`config.mk`:
```
export PLATFORM = sky130hd
export DESIGN_NAME = ansi_sgr_attribute_decoder_core
export DESIGN_NICKNAME = d
export VERILOG_FILES = /design/src/rtl/core/sgr_pkg.sv /design/src/rtl/core/ansi_sgr_attribute_decoder_core.sv
export SDC_FILE = /design/constraint.sdc
export NUM_CORES = 1
export LEC_CHECK = 0
export BUFFER_PORTS_ARGS = -buffer_cell sky130_fd_sc_hd__buf_2
export CAP_MARGIN = 20
export CORE_UTILIZATION = 50
export DETAILED_ROUTE_END_ITERATION = 8
export GPL_ROUTABILITY_DRIVEN = 0
export HOLD_SLACK_MARGIN = 0.15
export PLACE_DENSITY = 0.68
export SETUP_SLACK_MARGIN = 0.4
export SYNTH_ARGS = -nofsm -noshare
export SYNTH_HDL_FRONTEND = slang
export SYNTH_SLANG_ARGS = --single-unit
export TNS_END_PERCENT = 1
```
`constraint.sdc`:
```
create_clock -name clk_i -period 2.93 [get_ports clk_i]
set_input_delay 0.293 -clock clk_i [delete_from_list [all_inputs] [get_ports clk_i]]
set_output_delay 0.293 -clock clk_i [all_outputs]
set_load 0.02 [all_outputs]
```
`src/rtl/core/sgr_pkg.sv`:
```
// ---------------------------------------------------------------------------
// sgr_pkg
// Types, character codes and attribute helpers for the SGR attribute decoder.
// ---------------------------------------------------------------------------
`default_nettype none

package sgr_pkg;

  localparam logic [7:0] CharEsc     = 8'h1B;
  localparam logic [7:0] CharNewline = 8'h0A;
  localparam logic [7:0] CharSemi    = 8'h3B;
  localparam logic [7:0] CharSgrEnd  = 8'h6D;  // 'm'
  localparam logic [7:0] CharZero    = 8'h30;
  localparam logic [7:0] CharNine    = 8'h39;

  localparam logic [3:0] ColorDefault = 4'd8;
  localparam logic [7:0] AccMax       = 8'd255;

  // SGR codes
  localparam logic [7:0] SgrReset     = 8'd0;
  localparam logic [7:0] SgrBold      = 8'd1;
  localparam logic [7:0] SgrUnderline = 8'd4;
  localparam logic [7:0] SgrFgFirst   = 8'd30;
  localparam logic [7:0] SgrFgLast    = 8'd37;
  localparam logic [7:0] SgrFgDefault = 8'd39;
  localparam logic [7:0] SgrBgFirst   = 8'd40;
  localparam logic [7:0] SgrBgLast    = 8'd47;
  localparam logic [7:0] SgrBgDefault = 8'd49;

  typedef enum logic [1:0] {
    ST_TEXT      = 2'd0,
    ST_ESC_FIRST = 2'd1,
    ST_PARAMS    = 2'd2
  } scan_state_e;

  typedef enum logic [1:0] {
    PS_EMPTY    = 2'd0,  // nothing seen in this parameter
    PS_DIGITS   = 2'd1,  // gathering digits
    PS_TRAILING = 2'd2,  // digits, then other bytes
    PS_INVALID  = 2'd3   // started with a non-digit
  } param_status_e;

  typedef struct packed {
    logic [3:0] fg;
    logic [3:0] bg;
    logic       bold;
    logic       underline;
  } attr_t;

  localparam attr_t AttrDefault = '{fg: ColorDefault, bg: ColorDefault,
                                    bold: 1'b0, underline: 1'b0};

  function automatic logic is_letter(input logic [7:0] c);
    return (c inside {[8'h41:8'h5A], [8'h61:8'h7A]});
  endfunction

  function automatic logic is_digit(input logic [7:0] c);
    return (c inside {[CharZero:CharNine]});
  endfunction

  function automatic attr_t apply_sgr(input attr_t a, input logic [7:0] v);
    attr_t r;
    logic [7:0] fg_idx;
    logic [7:0] bg_idx;
    r      = a;
    fg_idx = v - SgrFgFirst;
    bg_idx = v - SgrBgFirst;
    if (v == SgrReset) begin
      r = AttrDefault;
    end else if (v == SgrBold) begin
      r.bold = 1'b1;
    end else if (v == SgrUnderline) begin
      r.underline = 1'b1;
    end else if (v inside {[SgrFgFirst:SgrFgLast]}) begin
      r.fg = fg_idx[3:0];
    end else if (v == SgrFgDefault) begin
      r.fg = ColorDefault;
    end else if (v inside {[SgrBgFirst:SgrBgLast]}) begin
      r.bg = bg_idx[3:0];
    end else if (v == SgrBgDefault) begin
      r.bg = ColorDefault;
    end
    return r;
  endfunction

endpackage

`default_nettype wire

```
`src/rtl/core/ansi_sgr_attribute_decoder_core.sv`:
```
// ---------------------------------------------------------------------------
// ansi_sgr_attribute_decoder_core
// Terminal byte stream decoder: passes text bytes through tagged with the
// current SGR attributes and swallows escape sequences.
// ---------------------------------------------------------------------------
//  channel | signals                        | direction
//  --------+--------------------------------+----------
//  in      | in_valid_i, in_stall_o,        | request in
//          | byte_in_i                      |
//  out     | out_valid_o, out_stall_i, kind,| request out
//          | char, fg, bg, bold, underline  |
//
//  One byte per cycle while the result is not stalled: input register, one
//  level of decode logic, result register. A byte's result is loaded as the
//  byte leaves the input register. Bytes that produce no result (ESC and
//  sequence bytes) still take a slot. Reset clears the scanner and restores
//  default attributes. A stalled result stalls the input only when a byte
//  is waiting in the input register and the result register is full.
// ---------------------------------------------------------------------------
`default_nettype none

module ansi_sgr_attribute_decoder_core
  import sgr_pkg::*;
(
  input  wire logic       clk_i,
  input  wire logic       rst_ni,
  input  wire logic       in_valid_i,
  output logic            in_stall_o,
  input  wire logic [7:0] byte_in_i,
  output logic            out_valid_o,
  input  wire logic       out_stall_i,
  output logic            kind_o,
  output logic [7:0]      char_out_o,
  output logic [3:0]      fg_out_o,
  output logic [3:0]      bg_out_o,
  output logic            bold_out_o,
  output logic            underline_out_o
);

  // input register
  logic          in_vld_q;
  logic [7:0]    byte_q;
  logic          advance;
  logic          in_accept;

  // scanner state
  scan_state_e   state_q, state_d;
  param_status_e pstat_q, pstat_d;
  logic [7:0]    pval_q, pval_d;
  logic          seen_sep_q, seen_sep_d;
  attr_t         attr_q, attr_d;
  attr_t         pend_q, pend_d;

  // result register
  logic          out_vld_q, out_vld_d;
  logic          kind_q;
  logic [7:0]    char_q;
  attr_t         out_attr_q;
  logic          emit;

  logic          letter;
  logic [11:0]   acc;
  attr_t         final_attr;

  assign advance    = in_vld_q && (!out_vld_q || !out_stall_i);
  assign in_stall_o = in_vld_q && !advance;
  assign in_accept  = in_valid_i && !in_stall_o;
  assign letter     = is_letter(byte_q);

  always_ff @(posedge clk_i or negedge rst_ni) begin
    if (!rst_ni) begin
      in_vld_q <= 1'b0;
    end else if (in_accept) begin
      in_vld_q <= 1'b1;
    end else if (advance) begin
      in_vld_q <= 1'b0;
    end
  end

  always_ff @(posedge clk_i) begin
    if (in_accept) begin
      byte_q <= byte_in_i;
    end
  end

  // next state
  always_comb begin
    state_d = state_q;
    case (state_q)
      ST_TEXT: begin
        if (byte_q == CharEsc) state_d = ST_ESC_FIRST;
      end
      ST_ESC_FIRST: begin
        state_d = letter ? ST_TEXT : ST_PARAMS;
      end
      ST_PARAMS: begin
        if (letter) state_d = ST_TEXT;
      end
      default: state_d = ST_TEXT;
    endcase
  end

  // parameter datapath and result
  always_comb begin
    pstat_d    = pstat_q;
    pval_d     = pval_q;
    seen_sep_d = seen_sep_q;
    attr_d     = attr_q;
    pend_d     = pend_q;
    emit       = 1'b0;
    acc        = ({4'b0, pval_q} << 3) + ({4'b0, pval_q} << 1) + {8'b0, byte_q[3:0]};

    // value in force when the sequence ends with 'm'
    final_attr = pend_q;
    if (pstat_q == PS_DIGITS || pstat_q == PS_TRAILING) begin
      final_attr = apply_sgr(pend_q, pval_q);
    end else if (pstat_q == PS_EMPTY && !seen_sep_q) begin
      final_attr = apply_sgr(pend_q, SgrReset);
    end

    case (state_q)
      ST_TEXT: begin
        if (byte_q == CharEsc) begin
          seen_sep_d = 1'b0;
          pval_d     = '0;
          pstat_d    = PS_EMPTY;
          pend_d     = attr_q;
        end else begin
          emit = 1'b1;
        end
      end
      ST_ESC_FIRST: begin
      end
      ST_PARAMS: begin
        if (letter) begin
          if (byte_q == CharSgrEnd) begin
            attr_d = final_attr;
            pend_d = final_attr;
          end else begin
            pend_d = attr_q;
          end
          pval_d     = '0;
          pstat_d    = PS_EMPTY;
          seen_sep_d = 1'b0;
        end else if (byte_q == CharSemi) begin
          if (pstat_q == PS_EMPTY) begin
            pend_d = apply_sgr(pend_q, SgrReset);
          end else if (pstat_q != PS_INVALID) begin
            pend_d = apply_sgr(pend_q, pval_q);
          end
          pval_d     = '0;
          pstat_d    = PS_EMPTY;
          seen_sep_d = 1'b1;
        end else if (is_digit(byte_q)) begin
          if (pstat_q == PS_EMPTY || pstat_q == PS_DIGITS) begin
            pval_d  = (acc > {4'b0, AccMax}) ? AccMax : acc[7:0];
            pstat_d = PS_DIGITS;
          end
        end else begin
          if (pstat_q == PS_EMPTY) begin
            pstat_d = PS_INVALID;
          end else if (pstat_q == PS_DIGITS) begin
            pstat_d = PS_TRAILING;
          end
        end
      end
      default: begin
      end
    endcase
  end

  always_ff @(posedge clk_i or negedge rst_ni) begin
    if (!rst_ni) begin
      state_q    <= ST_TEXT;
      pstat_q    <= PS_EMPTY;
      pval_q     <= '0;
      seen_sep_q <= 1'b0;
      attr_q     <= AttrDefault;
      pend_q     <= AttrDefault;
    end else if (advance) begin
      state_q    <= state_d;
      pstat_q    <= pstat_d;
      pval_q     <= pval_d;
      seen_sep_q <= seen_sep_d;
      attr_q     <= attr_d;
      pend_q     <= pend_d;
    end
  end

  assign out_vld_d = advance ? emit : (out_vld_q && out_stall_i);

  always_ff @(posedge clk_i or negedge rst_ni) begin
    if (!rst_ni) begin
      out_vld_q <= 1'b0;
    end else begin
      out_vld_q <= out_vld_d;
    end
  end

  always_ff @(posedge clk_i) begin
    if (advance && emit) begin
      kind_q     <= (byte_q == CharNewline);
      char_q     <= byte_q;
      out_attr_q <= attr_q;
    end
  end

  assign out_valid_o     = out_vld_q;
  assign kind_o          = kind_q;
  assign char_out_o      = char_q;
  assign fg_out_o        = out_attr_q.fg;
  assign bg_out_o        = out_attr_q.bg;
  assign bold_out_o      = out_attr_q.bold;
  assign underline_out_o = out_attr_q.underline;

`ifndef SYNTHESIS
  a_kind_matches_char: assert property (@(posedge clk_i) disable iff (!rst_ni)
    out_vld_q |-> (kind_q == (char_q == CharNewline)))
    else $error("kind does not match newline byte");

  a_no_esc_out: assert property (@(posedge clk_i) disable iff (!rst_ni)
    out_vld_q |-> (char_q != CharEsc))
    else $error("ESC byte leaked to output");

  a_color_range: assert property (@(posedge clk_i) disable iff (!rst_ni)
    out_vld_q |-> (out_attr_q.fg <= ColorDefault && out_attr_q.bg <= ColorDefault))
    else $error("color index out of range");

  a_pend_synced_in_text: assert property (@(posedge clk_i) disable iff (!rst_ni)
    (state_q == ST_TEXT) |-> (pend_q == attr_q))
    else $error("pending attributes differ from committed outside a sequence");

  a_stall_held_result: assert property (@(posedge clk_i) disable iff (!rst_ni)
    (out_vld_q && out_stall_i) |=> (out_vld_q && $stable(char_q) && $stable(out_attr_q)))
    else $error("stalled result changed");
`endif

endmodule

`default_nettype wire
```
After elaboration in Yosys (flattened, before gate mapping)
Index checks and enable logic that the tools add are counted.
{"block": "op_classes", "magnitude_cmp": 11, "n_mux": 49, "reduce_logical": 31, "addsub": 4, "n_eq_ne": 21}
{"op": "10-bit two-way mux", "count": 9}
{"op": "8-bit two-way mux", "count": 8}
{"op": "8-bit by 6-bit equality test with 1-bit output, second input constant", "count": 3}
{"op": "8-bit by 6-bit less-or-equal comparator with 1-bit output, second input constant", "count": 3}
{"op": "4-bit two-way mux", "count": 6}
{"op": "2-bit two-way mux", "count": 10}
{"op": "10-bit one-hot mux with 2 select lines", "count": 1}
{"op": "8-bit by 6-bit >= comparator with 1-bit output, second input constant", "count": 2}
{"op": "8-bit by 7-bit >= comparator with 1-bit output, second input constant", "count": 2}
{"op": "8-bit by 7-bit less-or-equal comparator with 1-bit output, second input constant", "count": 2}
{"op": "8-bit one-hot mux with 2 select lines", "count": 1}
{"op": "5-bit AND reduction", "count": 3}
{"op": "11-bit by 9-bit adder with 12-bit output", "count": 1}
{"op": "12-bit by 4-bit adder with 12-bit output", "count": 1}
{"op": "12-bit by 8-bit > comparator with 1-bit output, second input constant", "count": 1}
{"op": "4-bit inequality test, second input constant", "count": 3}
{"op": "1-bit logical AND", "count": 11}
{"op": "1-bit two-way mux", "count": 11}
{"op": "8-bit by 1-bit equality test with 1-bit output, second input constant", "count": 1}
{"op": "8-bit by 3-bit equality test with 1-bit output, second input constant", "count": 1}
{"op": "8-bit by 4-bit equality test with 1-bit output, second input constant", "count": 1}
{"op": "8-bit by 5-bit equality test with 1-bit output, second input constant", "count": 1}
{"op": "8-bit by 7-bit equality test with 1-bit output, second input constant", "count": 1}
{"op": "8-bit by 5-bit >= comparator with 1-bit output, second input constant", "count": 1}
{"op": "other kinds (17)", "count": 32}
{"block": "totals", "reg_bits": 62, "in_bits": 12, "word_cells": 137, "out_inout_bits": 21}

Longest topological paths before layout
Gate-level depths: netlist (run 1).
{"block": "logic_depth", "depth_word": 13, "ltp_mapped": 10, "depth_no_buf": 10}

Worst setup path before layout (run 1)
Ideal clock, no wire load.
{"block": "synth_path", "path_type": "reg-to-reg", "from": "register byte_q[3]", "to": "register pval_q[4]", "t_arrival_ns": 2.497, "path_slack_ns": 0.312, "setup_ns": 0.121, "synth_period_minus_slack_ns": 2.618, "path_stages_with_launch": 9, "required_ns": 2.809, "n_path_buf": 0, "path_cell_list": "edfxtp_1 fa_1 fa_1 a21o_1 a211oi_1 nor2_1 o21a_1 nor3_1 o21ai_2"}
{"block": "synth_between", "elab_chain_cells": 8, "word_cells_on_any_way": 24, "cone_classes": "add/sub: 1; order compare: 7; eq/ne: 5; mux: 6; reduce/logical: 5"}
{"element": "start: declaration", "line": "ansi_sgr_attribute_decoder_core.sv:42", "text": "logic [7:0] byte_q;"}
{"element": "start signal: assignment", "line": "ansi_sgr_attribute_decoder_core.sv:82", "text": "byte_q <= byte_in_i;"}
{"element": "12-bit by 4-bit adder with 12-bit output", "line": "ansi_sgr_attribute_decoder_core.sv:111", "text": "acc = ({4'b0, pval_q} << 3) + ({4'b0, pval_q} << 1) + {8'b0, byte_q[3:0]};"}
{"element": "12-bit by 8-bit > comparator with 1-bit output", "line": "ansi_sgr_attribute_decoder_core.sv:156", "text": "pval_d = (acc > {4'b0, AccMax}) ? AccMax : acc[7:0];"}
{"element": "8-bit two-way mux", "line": "ansi_sgr_attribute_decoder_core.sv:156"}
{"element": "8-bit two-way mux", "line": "ansi_sgr_attribute_decoder_core.sv:155", "text": "if (pstat_q == PS_EMPTY || pstat_q == PS_DIGITS) begin"}
{"element": "8-bit two-way mux", "line": "ansi_sgr_attribute_decoder_core.sv:154", "text": "end else if (is_digit(byte_q)) begin"}
{"element": "8-bit two-way mux", "line": "ansi_sgr_attribute_decoder_core.sv:145", "text": "end else if (byte_q == CharSemi) begin"}
{"element": "8-bit two-way mux", "line": "ansi_sgr_attribute_decoder_core.sv:135", "text": "if (letter) begin"}
{"element": "8-bit one-hot mux with 2 select lines", "line": "ansi_sgr_attribute_decoder_core.sv:121", "text": "case (state_q)"}
{"element": "end signal: assignment", "line": "ansi_sgr_attribute_decoder_core.sv:183", "text": "pval_q <= pval_d;"}
{"element": "end: declaration", "line": "ansi_sgr_attribute_decoder_core.sv:49", "text": "logic [7:0] pval_q, pval_d;"}
Parallel ways exist; a longest one is shown, timed or not. The select of a mux whose other input is x is not followed.
A chain may end at the register's enable or synchronous reset.

Worst setup path in the final report (run 1)
{"block": "layout_path", "from": "register byte_q[2]", "to": "register pend_q[2] (netlist bit)"}
{"block": "layout_between", "elab_chain_cells": 5, "word_cells_on_any_way": 17, "cone_classes": "order compare: 4; eq/ne: 6; mux: 3; reduce/logical: 4"}
{"element": "8-bit by 7-bit >= comparator with 1-bit output or 8-bit by 7-bit less-or-equal comparator with 1-bit output (tied branches)", "line": "sgr_pkg.sv:54", "text": "return (c inside {[8'h41:8'h5A], [8'h61:8'h7A]});"}
{"element": "1-bit logical AND", "line": "sgr_pkg.sv:54"}
{"element": "2-bit nonzero test", "line": "sgr_pkg.sv:54"}
{"element": "4-bit inequality test (no line), or another cell as far along"}
{"element": "5-bit AND reduction (no line) or 10-bit one-hot mux with 2 select lines (tied branches)"}
{"element": "end signal: assignment", "line": "ansi_sgr_attribute_decoder_core.sv:179", "text": "pend_q <= AttrDefault;"}
{"element": "end signal: assignment", "line": "ansi_sgr_attribute_decoder_core.sv:186", "text": "pend_q <= pend_d;"}
{"element": "end: declaration", "line": "ansi_sgr_attribute_decoder_core.sv:52", "text": "attr_t pend_q, pend_d;"}
Parallel ways exist; a longest one is shown, timed or not.

==> impl_metrics.py, run 1 <==
metrics = {
    "clock_network": {
        "cts.sink_count": 62,
        "clock_latency_ns": 0.35,
        "numCtsBuffers": 9,
        "clock_tree.buffer_depth": 2,
        "clkTransAtPathRegs_ns": 0.08,
        "cts_tree": "yes",
        "cts-root-buf": "clkbuf_8",
        "htree_levels": 3,
    },
    "worst_setup_path": {
        "setup.reg_to_reg.worst_slack_ns": 0.41,
        "r2r_cell_count": 9,
        "timing.critical_path.fanout_max": 8,
        "critical_path.endpoint": "pend_q[2]$_DFFE_PN0P_",
        "launching_element_of_the_worst_setup_path": "byte_q[2]$_DFFE_PP_",
        "critical_path.reg2reg.endpoint": "pend_q[2]$_DFFE_PN0P_",
        "setup.worst_path.end_class": "flip-flop",
        "critical_path_at_ns": 2.81,
        "regToRegStartpoint": "byte_q[2]$_DFFE_PP_",
        "worst_setup_path_start_kind": "flip-flop",
        "critPathKind": "reg2reg",
        "cp_data_required_time_ns": 3.21,
    },
    "logic_synthesis": {
        "yosys.cell_types.count": 67,
        "ys.warnings.count": 0,
        "post_synthesis_instance_area_sq_um": 3660,
        "postSynthCellCount": 355,
        "synth_seq_cells": 62,
        "nets_in_the_synthesized_netlist": 389,
        "synth_top_area_frac": 0.221,
        "synth.avg_cell_area_sq_um": 10.3,
        "postSynth.asyncResetShare": 0.565,
        "synth-edff-count": 27,
        "synth.yosys.seq_area_share": 0.462,
        "synth_area_leaders": "edfxtp_1, dfrtp_1, ha_1",
        "yosysTopAreaCell": "edfxtp_1",
        "ys.flop_type": "dfrtp_1",
    },
    "place": {
        "placed_cells_incl_taps": 479,
        "preCtsSetupSlack_ns": 0.260,
        "detailed_place_hpwl_um": 6030,
        "port_buffer_cells": 32,
    },
    "sta": {
        "tns_ns": 0,
        "rsz0062_at_grt": "true",
        "finalClockSkew_ns": 0.00885,
        "number_of_max_slew_violations_in_the_final_report": 0,
        "max_clock_freq_mhz": 396,
        "finalSetupViolCount": 0,
        "fin_crit_ns": 2.52,
        "worst-slew-pin-transition_ns": 0.802,
        "max-slew-margin-rel": 0.465,
        "final_hold_viol_count": 0,
        "final_critical_path_share_of_the_clock_period": 0.861,
        "worst_slack_ns": 0.408,
        "hold_slack_ns": 0.245,
    },
    "drt": {
        "drt-vias-per-instance": 5.95,
        "wirelength_um": 8880,
        "wl_met2_um": 4420,
        "drtPass1Iterations": 4,
        "met3RoutedLength_um": 355,
        "maxUsedRoutingLayer": "met4",
        "initialDrtViolationCount": 218,
        "dr_total_vias": 3041,
        "detail_route.wl_per_cell_um": 17.4,
        "final_antenna_net_count": 0,
        "remaining_drcs": 0,
        "wirelength_met1_um": 3930,
    },
    "die": {
        "fp.dieH_um": 87.6,
        "die_width_um": 87.6,
        "floorplan.initialDensity": 0.528,
        "dieArea_sq_um": 7680,
        "rows": 30,
        "core_region_area_sq_um": 6940,
        "io_pins": 33,
    },
    "global_route": {
        "grt_start_max_net_pins": 36,
        "grt_pass1_wl_um": 14600,
        "grt_antenna_before_repair": 0,
        "globalRouteOverflowTotal": 0,
        "track_usage": 0.255,
        "first_global_vias": 3016,
    },
    "min_path": {
        "path_class_of_the_lowest_slack_min_delay_path": "in2reg",
    },
    "power_and_ir_drop": {
        "irDropWorstVdd_mv": 0.512,
        "power_per_cell_area_nw_per_um2": 689,
        "power.leakage_nw": 1.85,
    },
    "finish": {
        "flow.area_growth_from_synthesis_pct": 19.4,
        "layout_common_cells": "nand2_1, nor2_1, buf_2",
        "layoutNonFillerInstCount": 511,
        "leading_cell_type_in_the_layout_fill_and_taps_excluded": "nand2_1",
        "antennaDiodeCount": 0,
        "final_nets": 444,
        "final_layout_size_suffix_gt1_frac": 0.260,
    },
    "flow_run": {
        "maxCapViolCount": 0,
    },
    "run_status": {
        "outcome": "completed",
    },
}
[metrics by stage]
stage / cell area [sq um] / power, mW / utilization
floorplan: 3700 / 1.93 / -
global placement: 3980 / 2.19 / 0.573
detailed placement: 3980 / 2.21 / 0.573
CTS: 4340 / 3.02 / 0.624
global route: 4380 / 3.20 / 0.630
finish: 4380 / 3.02 / 0.630
[worst min path at each step]
stage	from	endpoint	slack, ns	cells past startpoint
after floorplan	rst_ni	attr_q[0]$_DFFE_PN0P_	-0.003	0
after global placement	rst_ni	pend_q[1]$_DFFE_PN0P_	0.42	1
after detailed placement	rst_ni	attr_q[1]$_DFFE_PN0P_	0.44	1
after CTS	out_stall_i	out_valid_o$_DFF_PN0_	0.23	3
after global routing	out_stall_i	out_valid_o$_DFF_PN0_	0.25	3
final	out_stall_i	out_valid_o$_DFF_PN0_	0.25	3
[synth_stat cells (4+ instances only)]
| cell type | instances |
|---|---|
| a21oi_1 | 22 |
| o211ai_1 | 4 |
| o21ai_0 | 11 |
| nor2_1 | 33 |
| nor3_1 | 18 |
| nand3_1 | 6 |
| dfrtp_1 | 31 |
| dfstp_2 | 4 |
| nand2_1 | 35 |
| a22oi_1 | 5 |
| o21ai_2 | 10 |
| or3_1 | 6 |
| inv_1 | 11 |
| edfxtp_1 | 27 |
| mux2i_1 | 5 |
| nand4_1 | 5 |
| clkbuf_1 | 5 |
| buf_2 | 5 |
| ha_1 | 20 |
| o31ai_1 | 6 |
| o21a_1 | 5 |
[per-layer routing]
layer | vias to the layer above | GRT usage
met1 | 1477 | 0.317
met3 | 13 | 0.0528
li1 | 1458 | -
met2 | 93 | 0.428
met5 | - | 0
met4 | 0 | 0.115
[where the power goes]
part,internal (mW),leakage [nW],switching [mW],total [mW]
combinational,0.329,1.02,0.632,0.961
sequential,1.14,0.721,0.127,1.27
clock,0.420,0.103,0.368,0.787
[cell type report]
type                    count  area [sq um]
fillers                   567          2570
multi-input cells         266          1920
flip-flops and latches     62          1690
repair buffers             60           399
clock buffers              10           138
well taps                  96           120
clock inverters             6          68.8
inverters                  11          41.3
[kinds of logic after synthesis]
kind of cell | count (synthesis) | share of synthesized area
multiplexers | 7 | 0.0198
AO/OA/AOI/OAI | 103 | 0.203
AND/OR/NAND/NOR | 130 | 0.190
flip-flops | 62 | 0.462
adder cells (fa/ha/maj) | 22 | 0.0792
buffers and inverters | 27 | 0.0365
XOR/XNOR | 4 | 0.00956
[flip-flops by register name (all words and copies together) (netlist names), 4 cells and up]
name	count
byte_q	8
char_out_o	8
bg_out_o	4
pval_q	8
fg_out_o	4
attr_q	10
pend_q	10
[critical path, stage by stage (launching register included)]
cell      delay, ns
edfxtp_1       0.43
buf_4          0.18
or4_1          0.51
nor2_2         0.14
nor3_2         0.08
buf_4          0.18
or3_1          0.48
o32ai_1        0.19
mux2i_1        0.13
o21ai_1        0.13
[repair_timing]
action,in CTS,in global routing
setup buffers,4,2
gates cloned,0,0
endpoints found under the hold margin,40,0
pin swaps,7,2
endpoints found under the setup margin,7,20
hold buffers,10,0
gates resized for setup,4,5
(Power assumes the default switching activity.)
==> run 2: changes to the inputs <==
--- a/config.mk
+++ b/config.mk
@@ -7,11 +7,13 @@
 export LEC_CHECK = 0
 export BUFFER_PORTS_ARGS = -buffer_cell sky130_fd_sc_hd__buf_2
 export CAP_MARGIN = 20
-export CORE_UTILIZATION = 50
+export CELL_PAD_IN_SITES_DETAIL_PLACEMENT = 1
+export CELL_PAD_IN_SITES_GLOBAL_PLACEMENT = 1
+export CORE_UTILIZATION = 47
 export DETAILED_ROUTE_END_ITERATION = 8
 export GPL_ROUTABILITY_DRIVEN = 0
 export HOLD_SLACK_MARGIN = 0.15
-export PLACE_DENSITY = 0.68
+export PLACE_DENSITY = 0.79
 export SETUP_SLACK_MARGIN = 0.4
 export SYNTH_ARGS = -nofsm -noshare
 export SYNTH_HDL_FRONTEND = slang
==> run 2 against run 1 <==
Against the previous run: non-clock buffer count grew 2; clock skew grew 0.0083 ns; clock power grew 8.3%; flip-flop and latch count is the same; first-iteration DRC count shrank 49%; combinational power grew 3.0%; largest power group unchanged.
==> impl_metrics.py, run 2 (synthesized netlist as in run 1, its figures left out) <==
metrics = {
    "sta": {
        "max_clock_freq_mhz": 392,
        "tns_ns": 0,
        "finalClockSkew_ns": 0.0171,
        "worst-slew-pin-transition_ns": 0.831,
        "fin_crit_ns": 2.55,
        "final_critical_path_share_of_the_clock_period": 0.871,
        "final_hold_viol_count": 0,
        "number_of_max_slew_violations_in_the_final_report": 0,
        "rsz0062_at_grt": "true",
        "finalSetupViolCount": 0,
        "max-slew-margin-rel": 0.446,
    },
    "clock_network": {
        "htree_levels": 3,
        "cts.sink_count": 62,
        "cts_tree": "yes",
        "clkTransAtPathRegs_ns": 0.07,
        "numCtsBuffers": 9,
        "clock_latency_ns": 0.37,
        "cts-root-buf": "clkbuf_8",
        "clock_tree.buffer_depth": 2,
    },
    "finish": {
        "leading_cell_type_in_the_layout_fill_and_taps_excluded": "nand2_1",
        "final_nets": 446,
        "multi_input_comb_area_sq_um": 1930,
        "layout_top_registers": "attr_q (10), pend_q (10)",
        "final_core_utilization": 0.596,
        "flow.area_growth_from_synthesis_pct": 20.4,
        "layoutNonFillerInstCount": 516,
        "layout.filler_cells": 784,
        "seq_area_sq_um": 1690,
        "layout_common_cells": "nand2_1, nor2_1, buf_2",
        "antennaDiodeCount": 0,
        "final_layout_size_suffix_gt1_frac": 0.261,
    },
    "power_and_ir_drop": {
        "power.total_mw": 3.12,
        "power_per_cell_area_nw_per_um2": 706,
        "power.combinational.fraction": 0.318,
        "power.internal_mw": 1.98,
        "share_of_power_burned_in_the_clock_network": 0.273,
        "switching_power_mw": 1.14,
        "seqPwrFrac": 0.409,
        "sw_frac_of_total": 0.365,
        "power.leakage_nw": 1.87,
        "irDropWorstVdd_mv": 0.379,
    },
    "worst_setup_path": {
        "critical_path_at_ns": 2.79,
        "critical_path.reg2reg.endpoint": "pval_q[3]$_DFFE_PN0P_",
        "setup.reg_to_reg.worst_slack_ns": 0.38,
        "r2r_cell_count": 9,
        "cp_data_required_time_ns": 3.17,
        "regToRegStartpoint": "byte_q[2]$_DFFE_PP_",
        "setup.worst_path.end_class": "flip-flop",
        "worst_setup_path_start_kind": "flip-flop",
        "timing.critical_path.fanout_max": 7,
        "critPathKind": "reg2reg",
    },
    "run_status": {
        "outcome": "completed",
    },
    "die": {
        "fp.dieH_um": 90.3,
        "dieArea_sq_um": 8150,
        "rows": 31,
        "core_region_area_sq_um": 7410,
        "die_width_um": 90.3,
        "io_pins": 33,
        "floorplan.initialDensity": 0.495,
    },
    "global_route": {
        "grt_pass1_wl_um": 16500,
        "track_usage": 0.262,
        "grt_start_max_net_pins": 36,
        "grt_antenna_before_repair": 0,
        "globalRouteOverflowTotal": 0,
        "first_global_vias": 3261,
    },
    "place": {
        "detailed_place_hpwl_um": 6820,
        "placed_cells_incl_taps": 482,
        "port_buffer_cells": 32,
    },
    "drt": {
        "drtPass1Iterations": 4,
        "final_antenna_net_count": 0,
        "drt-vias-per-instance": 5.95,
        "detail_route.wl_per_cell_um": 19.9,
        "wirelength_um": 10300,
        "remaining_drcs": 0,
        "dr_total_vias": 3071,
        "initialDrtViolationCount": 112,
    },
    "flow_run": {
        "maxCapViolCount": 0,
    },
    "min_path": {
        "path_class_of_the_lowest_slack_min_delay_path": "in2reg",
        "min_path_cells": 3,
        "min_to": "out_valid_o$_DFF_PN0_",
        "worst_hold_startpoint": "out_stall_i",
    },
}
run 2: what timing repair did:
action,in CTS,in global routing
setup buffers,5,3
resized for setup,6,5
pin swaps,6,3
setup endpoints to repair,8,21
hold buffers,10,0
endpoints found under the hold margin,40,0
run 2: worst max-delay path, cell delays in order, from the launching register on:
cell,delay (ns)
edfxtp_1,0.42
ha_1,0.32
ha_2,0.21
fa_2,0.40
a21o_1,0.21
a211oi_2,0.20
nor2_1,0.10
o21a_4,0.28
nor3_4,0.21
o21ai_2,0.07
run 2: layout make-up:
cell class | count | area share
Timing Repair Buffer | 62 | 0.0938
Inverter | 11 | 0.00936
Clock inverter | 5 | 0.0167
Sequential cell | 62 | 0.383
Multi-Input combinational cell | 266 | 0.437
Clock buffer | 11 | 0.0320
Tap cell | 99 | 0.0281
run 2: worst max path at each step:
stage	from	to	slack [ns]	depth (start not counted)
detailed placement	pval_q[0]$_DFFE_PN0P_	pval_q[5]$_DFFE_PN0P_	0.31	10
finish	byte_q[2]$_DFFE_PP_	pval_q[3]$_DFFE_PN0P_	0.38	9
global route	byte_q[1]$_DFFE_PP_	attr_q[5]$_DFFE_PN1P_	0.27	8
floorplan	byte_q[3]$_DFFE_PP_	pval_q[5]$_DFFE_PN0P_	0.37	8
global placement	pval_q[0]$_DFFE_PN0P_	pval_q[5]$_DFFE_PN0P_	0.37	10
CTS	byte_q[3]$_DFFE_PP_	pval_q[3]$_DFFE_PN0P_	0.41	9
run 2: power by group through the flow:
stage               registers [mW]  logic, mW  clock network [mW]
floorplan                     1.37      0.554                   0
global placement              1.28      0.921                   0
detailed placement            1.28      0.946                   0
CTS                           1.27      0.976               0.855
global route                  1.30       1.08               0.888
finish                        1.27      0.990               0.852
run 2: stage by stage:
stage,cell area (sq um),hold WS [ns],worst slack (ns)
after global placement,3990,0.433,0.372
after CTS,4370,0.196,0.410
after global routing,4410,0.224,0.266
final,4410,0.201,0.379
after floorplan,3700,-0.00259,0.373
after detailed placement,3990,0.436,0.305
run 2: routing by layer:
metal / up-vias / GRT usage / wire [um] / share of wire
li1: 1459 / - / - / -
met1: 1531 / 0.297 / 4180 / 0.41
met2: 65 / 0.487 / 5580 / 0.54
met3: 16 / 0.0505 / 370 / 0.036
met4: 0 / 0.0927 / 155 / 0.015
met5: - / 0 / 0 / 0
==> run 3: changes to the inputs <==
--- a/config.mk
+++ b/config.mk
@@ -14,7 +14,7 @@
 export GPL_ROUTABILITY_DRIVEN = 0
 export HOLD_SLACK_MARGIN = 0.15
 export PLACE_DENSITY = 0.79
-export SETUP_SLACK_MARGIN = 0.4
+export SETUP_SLACK_MARGIN = 0.15
 export SYNTH_ARGS = -nofsm -noshare
 export SYNTH_HDL_FRONTEND = slang
 export SYNTH_SLANG_ARGS = --single-unit
==> run 3 against run 2 <==
Against the previous run: first-iteration DRC count rose by 5.4%; combinational power down 1%; power decreased by 6.6%; final area shrank 3.1%; flip-flop and latch count did not move; sequential power is essentially flat; worst setup slack lost 0.15 ns; largest cell class unchanged; cell count down 0.78%.
==> impl_metrics.py, run 3 (synthesized netlist as in run 1, its figures left out) <==
metrics = {
    "worst_setup_path": {
        "setup.reg_to_reg.worst_slack_ns": 0.23,
        "critPathKind": "reg2reg",
        "worst_setup_path_start_kind": "flip-flop",
        "regToRegStartpoint": "pval_q[2]$_DFFE_PN0P_",
        "timing.critical_path.fanout_max": 7,
        "cp_data_required_time_ns": 3.14,
        "r2r_cell_count": 8,
        "setup.worst_path.end_class": "flip-flop",
        "critical_path_at_ns": 2.91,
        "critical_path.reg2reg.endpoint": "pval_q[2]$_DFFE_PN0P_",
    },
    "finish": {
        "final_layout_size_suffix_gt1_frac": 0.242,
        "layout_top_registers": "attr_q (10), pend_q (10)",
        "layout.filler_cells": 823,
        "flow.area_growth_from_synthesis_pct": 16.7,
        "leading_cell_type_in_the_layout_fill_and_taps_excluded": "nand2_1",
        "final_nets": 442,
        "antennaDiodeCount": 0,
        "layout_common_cells": "nand2_1, nor2_1, buf_2",
    },
    "sta": {
        "worst-slew-pin-transition_ns": 0.868,
        "final_critical_path_share_of_the_clock_period": 0.923,
        "max_clock_freq_mhz": 370,
        "rsz0062_at_grt": "false",
        "max-slew-margin-rel": 0.422,
        "finalSetupViolCount": 0,
        "fin_crit_ns": 2.70,
        "hold_slack_ns": 0.174,
        "tns_ns": 0,
        "number_of_max_slew_violations_in_the_final_report": 0,
        "final_hold_viol_count": 0,
        "finalClockSkew_ns": 0.0113,
    },
    "min_path": {
        "min_to": "in_vld_q$_DFFE_PN0P_",
        "min_path_cells": 2,
        "path_class_of_the_lowest_slack_min_delay_path": "in2reg",
        "worst_hold_startpoint": "in_valid_i",
    },
    "drt": {
        "wl_met2_um": 5110,
        "wirelength_um": 10200,
        "detail_route.wl_per_cell_um": 19.9,
        "met3RoutedLength_um": 309,
        "drtPass1Iterations": 5,
        "dr_total_vias": 3086,
        "wirelength_met1_um": 4560,
        "remaining_drcs": 0,
        "maxUsedRoutingLayer": "met4",
        "drt-vias-per-instance": 6.03,
        "initialDrtViolationCount": 118,
        "final_antenna_net_count": 0,
    },
    "clock_network": {
        "clock_latency_ns": 0.35,
        "numCtsBuffers": 9,
        "cts.sink_count": 62,
        "cts_tree": "yes",
        "htree_levels": 3,
        "clock_tree.buffer_depth": 2,
        "clkTransAtPathRegs_ns": 0.08,
        "cts-root-buf": "clkbuf_8",
    },
    "die": {
        "floorplan.initialDensity": 0.495,
        "io_pins": 33,
        "fp.dieH_um": 90.3,
        "die_width_um": 90.3,
        "core_region_area_sq_um": 7410,
        "rows": 31,
        "dieArea_sq_um": 8150,
    },
    "global_route": {
        "first_global_vias": 3236,
        "grt_antenna_before_repair": 0,
        "grt_start_max_net_pins": 36,
        "globalRouteOverflowTotal": 0,
        "grt_pass1_wl_um": 16600,
        "track_usage": 0.259,
    },
    "power_and_ir_drop": {
        "power_per_cell_area_nw_per_um2": 680,
        "irDropWorstVdd_mv": 0.347,
        "power.leakage_nw": 1.81,
    },
    "place": {
        "port_buffer_cells": 32,
        "detailed_place_hpwl_um": 6960,
    },
    "flow_run": {
        "maxCapViolCount": 0,
    },
    "run_status": {
        "outcome": "completed",
    },
}
==> run 3: worst max path at each step <==
stage / startpoint / to / cells past startpoint
finish: pval_q[2]$_DFFE_PN0P_ / pval_q[2]$_DFFE_PN0P_ / 8
global route: byte_q[2]$_DFFE_PP_ / pval_q[2]$_DFFE_PN0P_ / 9
CTS: byte_q[3]$_DFFE_PP_ / pval_q[3]$_DFFE_PN0P_ / 8
detailed placement: byte_q[3]$_DFFE_PP_ / pval_q[2]$_DFFE_PN0P_ / 8
global placement: byte_q[3]$_DFFE_PP_ / pval_q[6]$_DFFE_PN0P_ / 8
floorplan: byte_q[3]$_DFFE_PP_ / pval_q[4]$_DFFE_PN0P_ / 8
==> run 3: worst max-delay path, cell delays in order (launching register included) <==
cell      delay (ns)
dfrtp_1         0.41
fa_1            0.54
fa_1            0.48
a21o_1          0.22
a211oi_1        0.23
nor2_1          0.09
o21a_2          0.29
nor3_2          0.24
o21ai_2         0.07
==> run 3: repair_timing <==
action	in CTS	in global routing
hold buffers	9	0
endpoints found under the hold margin	39	0
endpoints found under the setup margin	0	8
setup buffers	0	3
resized for setup	0	8
==> run 3: routing by layer <==
| layer | GRT usage | vias up |
|---|---|---|
| met5 | 0 | - |
| met4 | 0.0954 | 0 |
| met3 | 0.0556 | 20 |
| met2 | 0.431 | 72 |
| met1 | 0.331 | 1548 |
| li1 | - | 1446 |
==> run 3: through the flow <==
| stage | power, mW | util | instances | cell area [sq um] | worst slack, ns |
|---|---|---|---|---|---|
| 2_1_floorplan | 1.92 | - | 355 | 3660 | 0.312 |
| 3_3_place_gp | 2.19 | 0.535 | 484 | 3960 | 0.279 |
| 3_5_place_dp | 2.23 | 0.535 | 484 | 3960 | 0.196 |
| 4_1_cts | 2.91 | 0.569 | 509 | 4220 | 0.156 |
| 5_1_grt | 3.06 | 0.577 | 512 | 4280 | 0.114 |
| 6_report | 2.91 | 0.577 | 512 | 4280 | 0.226 |
==> run 3: power by group <==
| group | internal, mW | switching [mW] |
|---|---|---|
| logic | 0.324 | 0.652 |
| clock network | 0.304 | 0.363 |
| registers | 1.14 | 0.125 |
==> run 3: cell type report <==
| type | instances | area (sq um) | area share |
|---|---|---|---|
| multi-input cells | 266 | 1880 | 0.439 |
| inverters | 11 | 41.3 | 0.00965 |
| repair buffers | 58 | 378 | 0.0884 |
| clock buffers | 10 | 128 | 0.0298 |
| clock inverters | 6 | 38.8 | 0.00907 |
| well taps | 99 | 124 | 0.0290 |
| flip-flops and latches | 62 | 1690 | 0.396 |
